$ cat src/hw/rtl/mfd_pkg.sv
// Package for the message frame deframer: item types, result codes and
// frame layout constants. No dependencies.
`timescale 1ns / 1ps

package mfd_pkg;

    // Frame layout
    localparam int unsigned MinFrame   = 14;
    localparam int unsigned StampBytes = 8;
    localparam int unsigned BlenBytes  = 4;

    // Result kind codes
    localparam logic [1:0] KIND_SESS   = 2'd0;
    localparam logic [1:0] KIND_BODY   = 2'd1;
    localparam logic [1:0] KIND_RECORD = 2'd2;

    // Record status codes
    localparam logic [1:0] ST_OK       = 2'd0;
    localparam logic [1:0] ST_SHORT    = 2'd1;
    localparam logic [1:0] ST_MISMATCH = 2'd2;

    typedef struct packed {
        logic [7:0] data_byte;
        logic       end_of_buffer;
    } mfd_in_t;

    typedef struct packed {
        logic [1:0]  kind;
        logic [7:0]  out_byte;
        logic        run_last;
        logic [7:0]  msg_type;
        logic [63:0] stamp;
        logic [7:0]  sess_len;
        logic [31:0] body_len;
        logic [1:0]  status;
    } mfd_out_t;

    // Results produced by one accepted byte, in delivery order
    typedef struct packed {
        logic [1:0] count;
        mfd_out_t   res0;
        mfd_out_t   res1;
    } mfd_push_t;

endpackage

$ cat src/hw/rtl/mfd_parse.sv
// Frame parser: header field assembly, session/payload forwarding and the
// end-of-frame record. Depends on mfd_pkg.
`timescale 1ns / 1ps

module mfd_parse
    import mfd_pkg::*;
(
    input  logic      aclk,
    input  logic      aresetn,
    input  logic      accept,
    input  mfd_in_t   in_item,
    output mfd_push_t push
);

    typedef enum logic [2:0] {
        PH_TYPE,
        PH_STAMP,
        PH_SLEN,
        PH_SESS,
        PH_BLEN,
        PH_BODY,
        PH_DONE
    } phase_t;

    phase_t      phase_reg, phase_next;
    logic [3:0]  field_count_reg, field_count_next;
    logic [3:0]  seen_count_reg, seen_count_next;
    logic [7:0]  type_hold_reg, type_hold_next;
    logic [63:0] stamp_acc_reg, stamp_acc_next;
    logic [7:0]  sess_len_hold_reg, sess_len_hold_next;
    logic [7:0]  sess_left_reg, sess_left_next;
    logic [31:0] body_len_acc_reg, body_len_acc_next;
    logic [31:0] body_left_reg, body_left_next;
    logic        excess_flag_reg, excess_flag_next;

    logic [3:0]  field_inc;
    logic        fwd;
    logic [1:0]  fwd_kind;
    logic        last;
    logic [1:0]  status;
    mfd_out_t    fwd_res;
    mfd_out_t    rec_res;

    assign field_inc = field_count_reg + 4'd1;
    assign last      = in_item.end_of_buffer;

    always_comb begin
        phase_next         = phase_reg;
        field_count_next   = field_count_reg;
        seen_count_next    = seen_count_reg;
        type_hold_next     = type_hold_reg;
        stamp_acc_next     = stamp_acc_reg;
        sess_len_hold_next = sess_len_hold_reg;
        sess_left_next     = sess_left_reg;
        body_len_acc_next  = body_len_acc_reg;
        body_left_next     = body_left_reg;
        excess_flag_next   = excess_flag_reg;
        fwd                = 1'b0;
        fwd_kind           = KIND_SESS;

        if (seen_count_reg < 4'(MinFrame)) begin
            seen_count_next = seen_count_reg + 4'd1;
        end

        unique case (phase_reg)
            PH_TYPE: begin
                type_hold_next   = in_item.data_byte;
                field_count_next = 4'd0;
                phase_next       = PH_STAMP;
            end
            PH_STAMP: begin
                stamp_acc_next   = {stamp_acc_reg[55:0], in_item.data_byte};
                field_count_next = field_inc;
                if (field_inc >= 4'(StampBytes)) begin
                    field_count_next = 4'd0;
                    phase_next       = PH_SLEN;
                end
            end
            PH_SLEN: begin
                sess_len_hold_next = in_item.data_byte;
                sess_left_next     = in_item.data_byte;
                phase_next = (in_item.data_byte != 8'd0) ? PH_SESS : PH_BLEN;
            end
            PH_SESS: begin
                fwd            = 1'b1;
                fwd_kind       = KIND_SESS;
                sess_left_next = sess_left_reg - 8'd1;
                if (sess_left_next == 8'd0) begin
                    phase_next = PH_BLEN;
                end
            end
            PH_BLEN: begin
                body_len_acc_next = {body_len_acc_reg[23:0], in_item.data_byte};
                field_count_next  = field_inc;
                if (field_inc >= 4'(BlenBytes)) begin
                    field_count_next = 4'd0;
                    body_left_next   = body_len_acc_next;
                    phase_next = (body_len_acc_next != 32'd0) ? PH_BODY : PH_DONE;
                end
            end
            PH_BODY: begin
                fwd            = 1'b1;
                fwd_kind       = KIND_BODY;
                body_left_next = body_left_reg - 32'd1;
                if (body_left_next == 32'd0) begin
                    phase_next = PH_DONE;
                end
            end
            default: begin
                // past the declared payload: drop and flag
                excess_flag_next = 1'b1;
            end
        endcase

        // status is judged on the state after this byte
        if (seen_count_next < 4'(MinFrame)) begin
            status = ST_SHORT;
        end else if (phase_next != PH_DONE || excess_flag_next) begin
            status = ST_MISMATCH;
        end else begin
            status = ST_OK;
        end

        fwd_res          = '0;
        fwd_res.kind     = fwd_kind;
        fwd_res.out_byte = in_item.data_byte;
        fwd_res.run_last = ~last;

        rec_res          = '0;
        rec_res.kind     = KIND_RECORD;
        rec_res.run_last = 1'b1;
        rec_res.msg_type = type_hold_next;
        rec_res.stamp    = stamp_acc_next;
        rec_res.sess_len = sess_len_hold_next;
        rec_res.body_len = body_len_acc_next;
        rec_res.status   = status;

        push = '0;
        if (fwd && last) begin
            push.count = 2'd2;
            push.res0  = fwd_res;
            push.res1  = rec_res;
        end else if (fwd) begin
            push.count = 2'd1;
            push.res0  = fwd_res;
        end else if (last) begin
            push.count = 2'd1;
            push.res0  = rec_res;
        end
        if (!accept) begin
            push.count = 2'd0;
        end

        // rearm after the record
        if (last) begin
            phase_next         = PH_TYPE;
            field_count_next   = 4'd0;
            seen_count_next    = 4'd0;
            type_hold_next     = 8'd0;
            stamp_acc_next     = 64'd0;
            sess_len_hold_next = 8'd0;
            sess_left_next     = 8'd0;
            body_len_acc_next  = 32'd0;
            body_left_next     = 32'd0;
            excess_flag_next   = 1'b0;
        end
    end

    always_ff @(posedge aclk) begin
        if (!aresetn) begin
            phase_reg         <= PH_TYPE;
            field_count_reg   <= 4'd0;
            seen_count_reg    <= 4'd0;
            type_hold_reg     <= 8'd0;
            stamp_acc_reg     <= 64'd0;
            sess_len_hold_reg <= 8'd0;
            sess_left_reg     <= 8'd0;
            body_len_acc_reg  <= 32'd0;
            body_left_reg     <= 32'd0;
            excess_flag_reg   <= 1'b0;
        end else if (accept) begin
            phase_reg         <= phase_next;
            field_count_reg   <= field_count_next;
            seen_count_reg    <= seen_count_next;
            type_hold_reg     <= type_hold_next;
            stamp_acc_reg     <= stamp_acc_next;
            sess_len_hold_reg <= sess_len_hold_next;
            sess_left_reg     <= sess_left_next;
            body_len_acc_reg  <= body_len_acc_next;
            body_left_reg     <= body_left_next;
            excess_flag_reg   <= excess_flag_next;
        end
    end

endmodule

$ cat src/hw/rtl/mfd_outq.sv
// Four-entry result queue taking up to two results a cycle and giving one while m_ready is high.
// Depends on mfd_pkg.
`timescale 1ns / 1ps

module mfd_outq
    import mfd_pkg::*;
(
    input  logic      aclk,
    input  logic      aresetn,
    input  mfd_push_t push,
    output logic      room,
    output logic      m_valid,
    input  logic      m_ready,
    output mfd_out_t  m_data
);

    mfd_out_t   entry_reg [4];
    logic [1:0] wptr_reg, wptr_next;
    logic [1:0] rptr_reg, rptr_next;
    logic [2:0] count_reg, count_next;
    logic       pop;

    assign m_valid = (count_reg != 3'd0);
    assign m_data  = entry_reg[rptr_reg];
    assign pop     = m_valid && m_ready;
    // two free slots are always needed, whatever the byte turns out to be
    assign room    = (count_reg <= 3'd2);

    assign wptr_next  = wptr_reg + push.count;
    assign rptr_next  = rptr_reg + {1'b0, pop};
    assign count_next = count_reg + {1'b0, push.count} - {2'b00, pop};

    always_ff @(posedge aclk) begin
        if (push.count != 2'd0) begin
            entry_reg[wptr_reg] <= push.res0;
        end
        if (push.count == 2'd2) begin
            entry_reg[wptr_reg + 2'd1] <= push.res1;
        end
    end

    always_ff @(posedge aclk) begin
        if (!aresetn) begin
            wptr_reg  <= 2'd0;
            rptr_reg  <= 2'd0;
            count_reg <= 3'd0;
        end else begin
            wptr_reg  <= wptr_next;
            rptr_reg  <= rptr_next;
            count_reg <= count_next;
        end
    end

endmodule

$ cat src/hw/rtl/message_frame_deframer.sv
// Message frame deframer top level: parser plus result queue.
// Depends on mfd_pkg, mfd_parse and mfd_outq.
`timescale 1ns / 1ps

// Usage:
//   s_ channel: one received byte per item (data_byte, end_of_buffer set on
//   the buffer's final byte). m_ channel: result items - forwarded session
//   bytes, forwarded payload bytes, and one end-of-frame record per buffer
//   carrying type, timestamp, session length, payload length and status.
//   Results are written into the result queue's registers and offered on
//   m_valid from there. Throughput: one byte per cycle while s_ready is
//   high; the two results of a final byte inside session or payload leave
//   one at a time through the single read port of the four-entry queue.
//   s_ready is high while the queue holds two or fewer results, so a byte is
//   taken even while an earlier result waits on a stalled receiver. When the
//   receiver stalls, the queue fills and s_ready drops; nothing is lost.
//   Reset (aresetn low, synchronous) empties the queue and puts the parser
//   back to expecting a type byte. After every record the parser rearms by
//   itself for the next frame.

module message_frame_deframer
    import mfd_pkg::*;
(
    input  logic     aclk,
    input  logic     aresetn,
    input  logic     s_valid,
    output logic     s_ready,
    input  mfd_in_t  s_data,
    output logic     m_valid,
    input  logic     m_ready,
    output mfd_out_t m_data
);

    mfd_push_t push;
    logic      room;
    logic      accept;

    assign s_ready = room;
    assign accept  = s_valid && room;

    // per-byte parse; results go straight into the queue
    mfd_parse u_parse (
        .aclk    (aclk),
        .aresetn (aresetn),
        .accept  (accept),
        .in_item (s_data),
        .push    (push)
    );

    // result registers and stall decoupling
    mfd_outq u_outq (
        .aclk    (aclk),
        .aresetn (aresetn),
        .push    (push),
        .room    (room),
        .m_valid (m_valid),
        .m_ready (m_ready),
        .m_data  (m_data)
    );

endmodule
$ cat config.mk
export PLATFORM = sky130hd
export DESIGN_NAME = message_frame_deframer
export DESIGN_NICKNAME = d
export VERILOG_FILES = /design/src/hw/rtl/mfd_pkg.sv /design/src/hw/rtl/mfd_parse.sv /design/src/hw/rtl/mfd_outq.sv /design/src/hw/rtl/message_frame_deframer.sv
export SDC_FILE = /design/constraint.sdc
export NUM_CORES = 1
export LEC_CHECK = 0
export ABC_AREA = 0
export BUFFER_PORTS_ARGS = -buffer_cell sky130_fd_sc_hd__buf_2
export CAP_MARGIN = 10
export CORE_MARGIN = 8
export CORE_UTILIZATION = 65
export CTS_BUF_LIST = sky130_fd_sc_hd__clkbuf_4
export DETAILED_ROUTE_END_ITERATION = 10
export GPL_TIMING_DRIVEN = 0
export PLACE_DENSITY = 0.83
export SETUP_SLACK_MARGIN = 0.5
export SYNTH_ARGS = -nofsm -noshare
export SYNTH_HDL_FRONTEND = slang
export SYNTH_HIERARCHICAL = 1
export SYNTH_SLANG_ARGS = --single-unit
$ cat constraint.sdc
create_clock -name aclk -period 24 [get_ports aclk]
set_input_delay 4.8 -clock aclk [delete_from_list [all_inputs] [get_ports aclk]]
set_output_delay 4.8 -clock aclk [all_outputs]
set_load 0.02 [all_outputs]
==> impl_metrics.py, run 1 <==
metrics = {
    "drt": {
        "drc": 0,
        "num_vias": 24402,
        "avgRoutedWirePerCell_um": 25.0,
        "drt_iter0_drc": 2435,
        "detail-route-antenna-nets": 0,
        "viasPerCell": 6.50,
        "drtPass1Iterations": 6,
        "wl_mm": 93.7,
    },
    "logic_synthesis": {
        "ys_ff_latch": 671,
        "netlist_instances": 2587,
        "synth.yosys.warnings": 6,
        "synth-async-reset-ratio": 0,
        "synth.most_common_cell": "edfxtp_1",
        "synth_ff_type": "edfxtp_1",
        "synth_cell_types": 72,
        "avgSynthCellArea_sq_um": 13.3,
        "syn-cell-area_sq_um": 34500,
        "synth_top_area_share": 0.435,
        "yosysTopAreaCell": "edfxtp_1",
        "synth_edf_count": 500,
        "synth_common_cells": "500 x edfxtp_1, 435 x mux2_2, 417 x nor2_1, 171 x dfxtp_1, 127 x a22oi_1",
        "ys_seq_area_frac": 0.534,
        "synth_area_leaders": "edfxtp_1 43%, mux2_2 14%, dfxtp_1 9.9%",
    },
    "die": {
        "dieHeight_um": 246,
        "start_util": 0.657,
        "num_rows": 84,
        "die_area_sq_um": 60700,
        "io_pins": 140,
        "die_w_um": 246,
        "core_sq_um": 52600,
    },
    "critical_path": {
        "cp-start-kind": "flop",
        "worstPathArrival_ns": 3.67,
        "rrSetupSlack_ns": 18.83,
        "cp_max_fo": 10,
        "required_ns": 19.20,
        "crit_type": "reg -> out",
        "worstRegToRegCells": 12,
        "r2r_start": "u_parse/phase_reg[1]$_SDFFE_PN0P_",
        "cp-end-kind": "primary output",
        "crit_path_start": "u_outq/rptr_reg[0]$_SDFF_PN0_",
        "r2r_end": "u_outq/entry_reg[3][116]$_DFFE_PP_",
    },
    "global_route": {
        "grt_start_max_net_pins": 28,
        "grtUsageTotal": 0.304,
        "grt_pass1_wl_mm": 143,
        "first_global_vias": 24776,
        "grt_remaining_overflow": 0,
        "antenna_found_initial": 3,
    },
    "timing": {
        "setup_violations": 0,
        "finalCritPeriodShare": 0.353,
        "finalClockSkew_ns": 0.0861,
        "whs_ns": 0.494,
        "maxClockFrequency_ghz": 0.118,
        "tns_ns": 0,
        "period_needed_ns": 8.47,
        "hold_violations": 0,
        "slew_violations": 0,
        "worst_pin_slew_ns": 1.26,
        "rsz0062_at_grt": "no",
        "max-slew-margin-rel": 0.159,
    },
    "layout": {
        "drive_gt1_frac": 0.384,
        "area.growth.synth_to_final_pct": 13.2,
        "finalNetCount": 2958,
        "largest_register_ffs": 500,
        "fill_cells": 3319,
        "stdcell_count": 3752,
        "final_util": 0.744,
    },
    "placement": {
        "portBuffers": 139,
        "hpwl_mm": 62.6,
        "placed_cells": 3447,
        "place.gp.congestion": 0.948,
    },
    "clock_tree": {
        "cts-resized-gates": 0,
        "cts_buffer_depth": 3,
        "post_cts_buffers": 0,
        "cts_made_buffers": 172,
        "ctsHoldBuffers": 0,
        "htreeDepth": 4,
        "cts_tree": "built",
        "clk_pin_slew_ns": 0.07,
        "clock_sinks": 671,
        "cts_root_buf": "clkbuf_4",
        "insertion_delay_ns": 1.05,
    },
    "pwr": {
        "p_leak_nw": 14.1,
        "ir_drop_mv": 0.0615,
        "p_per_area_nw_per_um2": 74.9,
    },
    "min_path": {
        "min_to": "u_parse/type_hold_reg[0]$_SDFFE_PN0P_",
        "hp-start": "u_parse/type_hold_reg[0]$_SDFFE_PN0P_",
        "holdPathStages": 2,
        "holdCritPathClass": "reg -> reg",
    },
    "job": {
        "max-cap-violations": 0,
    },
    "outcome": {
        "status": "finished, final reports clean",
    },
}
layer usage:
layer | routed length, um | global-route usage | up-vias
met5 | 0 | 0 | -
met2 | 46600 | 0.506 | 1324
li1 | - | - | 10682
met4 | 3550 | 0.140 | 0
met3 | 8100 | 0.0663 | 246
met1 | 35500 | 0.380 | 12150
cell type report:
class / instances / area (sq um) / share of cell area
Sequential cell: 671 / 18400 / 0.472
Buffer: 211 / 1100 / 0.0280
Tap cell: 688 / 861 / 0.0220
Clock buffer: 267 / 2000 / 0.0513
Clock inverter: 34 / 360 / 0.00922
Antenna cell: 4 / 10.0 / 0.000256
Inverter: 17 / 63.8 / 0.00163
Multi-Input combinational cell: 1696 / 15000 / 0.384
Timing Repair Buffer: 164 / 1240 / 0.0318
report_power, final:
part	internal, mW	switching, mW	leakage, nW	total, mW
combinational	0.224	0.345	6.71	0.569
sequential	1.28	0.0140	6.04	1.30
clock	0.589	0.470	1.39	1.06
total	2.10	0.829	14.1	2.93
worst max path at each step:
stage	to	depth (start not counted)
detailed placement	u_outq/entry_reg[2][66]$_DFFE_PP_	11
CTS	m_data[10]	4
global placement	u_outq/entry_reg[2][31]$_DFFE_PP_	8
global route	m_data[10]	4
finish	m_data[10]	4
floorplan	u_outq/entry_reg[2][0]$_DFFE_PP_	7
per-stage QoR:
| stage | power [mW] | setup slack, ns | instance area [sq um] |
|---|---|---|---|
| 2_1_floorplan | 1.71 | 11.41 | 34600 |
| 3_3_place_gp | 1.89 | 4.90 | 36100 |
| 3_5_place_dp | 1.89 | 15.20 | 36700 |
| 4_1_cts | 2.95 | 15.57 | 39100 |
| 5_1_grt | 3.03 | 15.43 | 39100 |
| 6_report | 2.93 | 15.53 | 39100 |
critical path, cell delays in order (launching register included):
cell and delay [ns]:
dfxtp_1 0.34, clkbuf_1 0.93, buf_2 0.54, mux4_2 0.65, buf_2 0.20
cell usage in the layout, fill, tap and decap left out, types with 11 or more instances in the layout:
cell      synthesis  layout
a21oi_1          42      40
a22oi_1         127     127
buf_1            18      18
buf_12            0      16
buf_2            39     178
buf_4            24      25
buf_6            22      22
clkbuf_1        108     108
clkbuf_4          0     267
clkinv_1          2      21
dfxtp_1         171     171
edfxtp_1        500     500
ha_1             11      11
inv_1            14      14
mux2_2          435     435
mux2_4           56      56
mux2i_1         117     117
mux4_2          125     125
nand2_1          61      61
nand3_1          13      13
nor2_1          417     416
nor2b_1          16      15
nor3_1           19      19
nor4_1           27      26
o21ai_0          45      45
xnor2_1          12      12
kinds of logic after synthesis:
| kind of cell | synth area share |
|---|---|
| adder cells (fa/ha/maj) | 0.00457 |
| flip-flops | 0.534 |
| other | 0.000109 |
| XOR/XNOR | 0.00612 |
| multiplexers | 0.285 |
| buffers and inverters | 0.0336 |
| AND/OR/NAND/NOR | 0.0812 |
| AO/OA/AOI/OAI | 0.0553 |
Note: power is estimated with default switching activity, not from simulation.
==> run 2: changes to the inputs <==
- CORE_UTILIZATION: 65 -> 58
- PLACE_DENSITY: 0.83 -> 0.79
- clock period: 24 -> 6.95 ns (I/O delays scaled with it)
==> impl_metrics.py, run 2 (same netlist as run 1, synthesis figures left out) <==
metrics = {
    "placement": {
        "portBuffers": 139,
        "hpwl_mm": 63.1,
        "post-place-ws_ns": 1.58,
        "place.gp.congestion": 0.933,
    },
    "clock_tree": {
        "post_cts_buffers": 0,
        "cts-resized-gates": 0,
        "clk_pin_slew_ns": 0.06,
        "cts_buffer_depth": 3,
        "cts_tree": "built",
        "insertion_delay_ns": 1.03,
        "cts_made_buffers": 174,
        "cts_root_buf": "clkbuf_4",
        "ctsHoldBuffers": 0,
        "clock_sinks": 671,
        "htreeDepth": 4,
    },
    "critical_path": {
        "cp-end-kind": "flop",
        "crit_type": "reg -> reg",
        "cp_max_fo": 22,
        "worstPathArrival_ns": 5.72,
        "required_ns": 7.62,
        "cp-start-kind": "flop",
    },
    "timing": {
        "rsz0062_at_grt": "no",
        "finalClockSkew_ns": 0.0572,
        "tns_ns": 0,
        "slew_violations": 0,
        "setup_violations": 0,
        "max-slew-margin-rel": 0.219,
        "period_needed_ns": 5.05,
        "whs_ns": 0.481,
        "maxClockFrequency_ghz": 0.198,
        "setup_slack_ns": 1.90,
        "worst_pin_slew_ns": 1.16,
        "hold_violations": 0,
        "finalCritPeriodShare": 0.726,
    },
    "pwr": {
        "p_leak_nw": 14.2,
        "p_per_area_nw_per_um2": 258,
        "ir_drop_mv": 0.154,
        "power_mw": 10.1,
    },
    "global_route": {
        "grtUsageTotal": 0.270,
        "first_global_vias": 24694,
        "grt_remaining_overflow": 0,
        "grt_start_max_net_pins": 28,
        "antenna_found_initial": 3,
        "grt_pass1_wl_mm": 142,
    },
    "die": {
        "num_rows": 89,
        "dieHeight_um": 260,
        "start_util": 0.586,
        "io_pins": 140,
        "die_area_sq_um": 67600,
        "die_w_um": 260,
        "core_sq_um": 58900,
    },
    "layout": {
        "drive_gt1_frac": 0.387,
        "area.growth.synth_to_final_pct": 13.7,
        "layout_common_cells": "500 x edfxtp_1, 435 x mux2_2, 416 x nor2_1",
        "largest_register_ffs": 500,
        "final_common_cell": "edfxtp_1",
        "finalNetCount": 2960,
    },
    "drt": {
        "num_vias": 23933,
        "drc": 0,
        "detail-route-antenna-nets": 0,
        "wl_mm": 92.8,
        "drt_iter0_drc": 2109,
        "avgRoutedWirePerCell_um": 24.1,
        "viasPerCell": 6.22,
        "drtPass1Iterations": 6,
    },
    "min_path": {
        "holdCritPathClass": "reg -> reg",
    },
    "outcome": {
        "status": "finished, final reports clean",
    },
    "job": {
        "max-cap-violations": 0,
    },
}
## run 2: cell types whose count changed in the layout (fill, tap and decap cells not counted), sizes merged
cell and delta:
diode -2, clkbuf +11, bufinv -2, clkinvlp +2, inv +3
## run 2: cell type report
cell class / count / area, sq um
Antenna cell: 2 / 5.00
Buffer: 211 / 1100
Clock buffer: 278 / 2090
Clock inverter: 37 / 323
Fill cell: 4230 / 19700
Inverter: 17 / 63.8
Multi-Input combinational cell: 1696 / 15000
Sequential cell: 671 / 18400
Tap cell: 773 / 967
Timing Repair Buffer: 164 / 1260
## run 2: critical path, stage by stage (launching register included)
cell      delay (ns)
dfxtp_1         0.38
nor2b_1         0.35
nand2_1         0.26
nand2_1         0.18
ha_1            0.34
inv_2           0.21
clkbuf_1        0.43
buf_1           0.41
nor2_1          0.57
nor2_1          0.23
a21oi_4         0.64
buf_12          0.29
buf_12          0.21
buf_12          0.21
## run 2: report_power, final
group	internal, mW	switching, mW	leakage, nW
clock network	2.03	1.64	1.43
registers	4.44	0.0473	6.04
logic	0.784	1.19	6.72
total	7.25	2.88	14.2
## run 2: final timing paths
path	start	endpoint	slack [ns]	depth (start not counted)
worst max-delay path	u_parse/phase_reg[1]$_SDFFE_PN0P_	u_outq/entry_reg[2][47]$_DFFE_PP_	1.90	13
worst min-delay path	u_parse/body_left_reg[31]$_SDFFE_PN0P_	u_parse/body_left_reg[31]$_SDFFE_PN0P_	0.48	2
worst max register to register	u_parse/phase_reg[1]$_SDFFE_PN0P_	u_outq/entry_reg[2][47]$_DFFE_PP_	1.90	13
worst min register to register	u_parse/body_left_reg[31]$_SDFFE_PN0P_	u_parse/body_left_reg[31]$_SDFFE_PN0P_	0.48	2
## run 2: layer usage
metal / vias to the layer above / global-route usage / routed length [um]
met1: 11935 / 0.340 / 36400
met3: 198 / 0.0586 / 7290
li1: 10695 / - / -
met5: - / 0 / 13
met2: 1103 / 0.455 / 46500
met4: 2 / 0.105 / 2700
## run 2: stage by stage
step | instance area (sq um) | std cells | utilization
after CTS | 39200 | 3847 | 0.666
after global placement | 36200 | 3507 | 0.615
after floorplan | 34600 | 2595 | -
final | 39200 | 3849 | 0.666
after detailed placement | 36800 | 3532 | 0.625
after global routing | 39200 | 3849 | 0.666
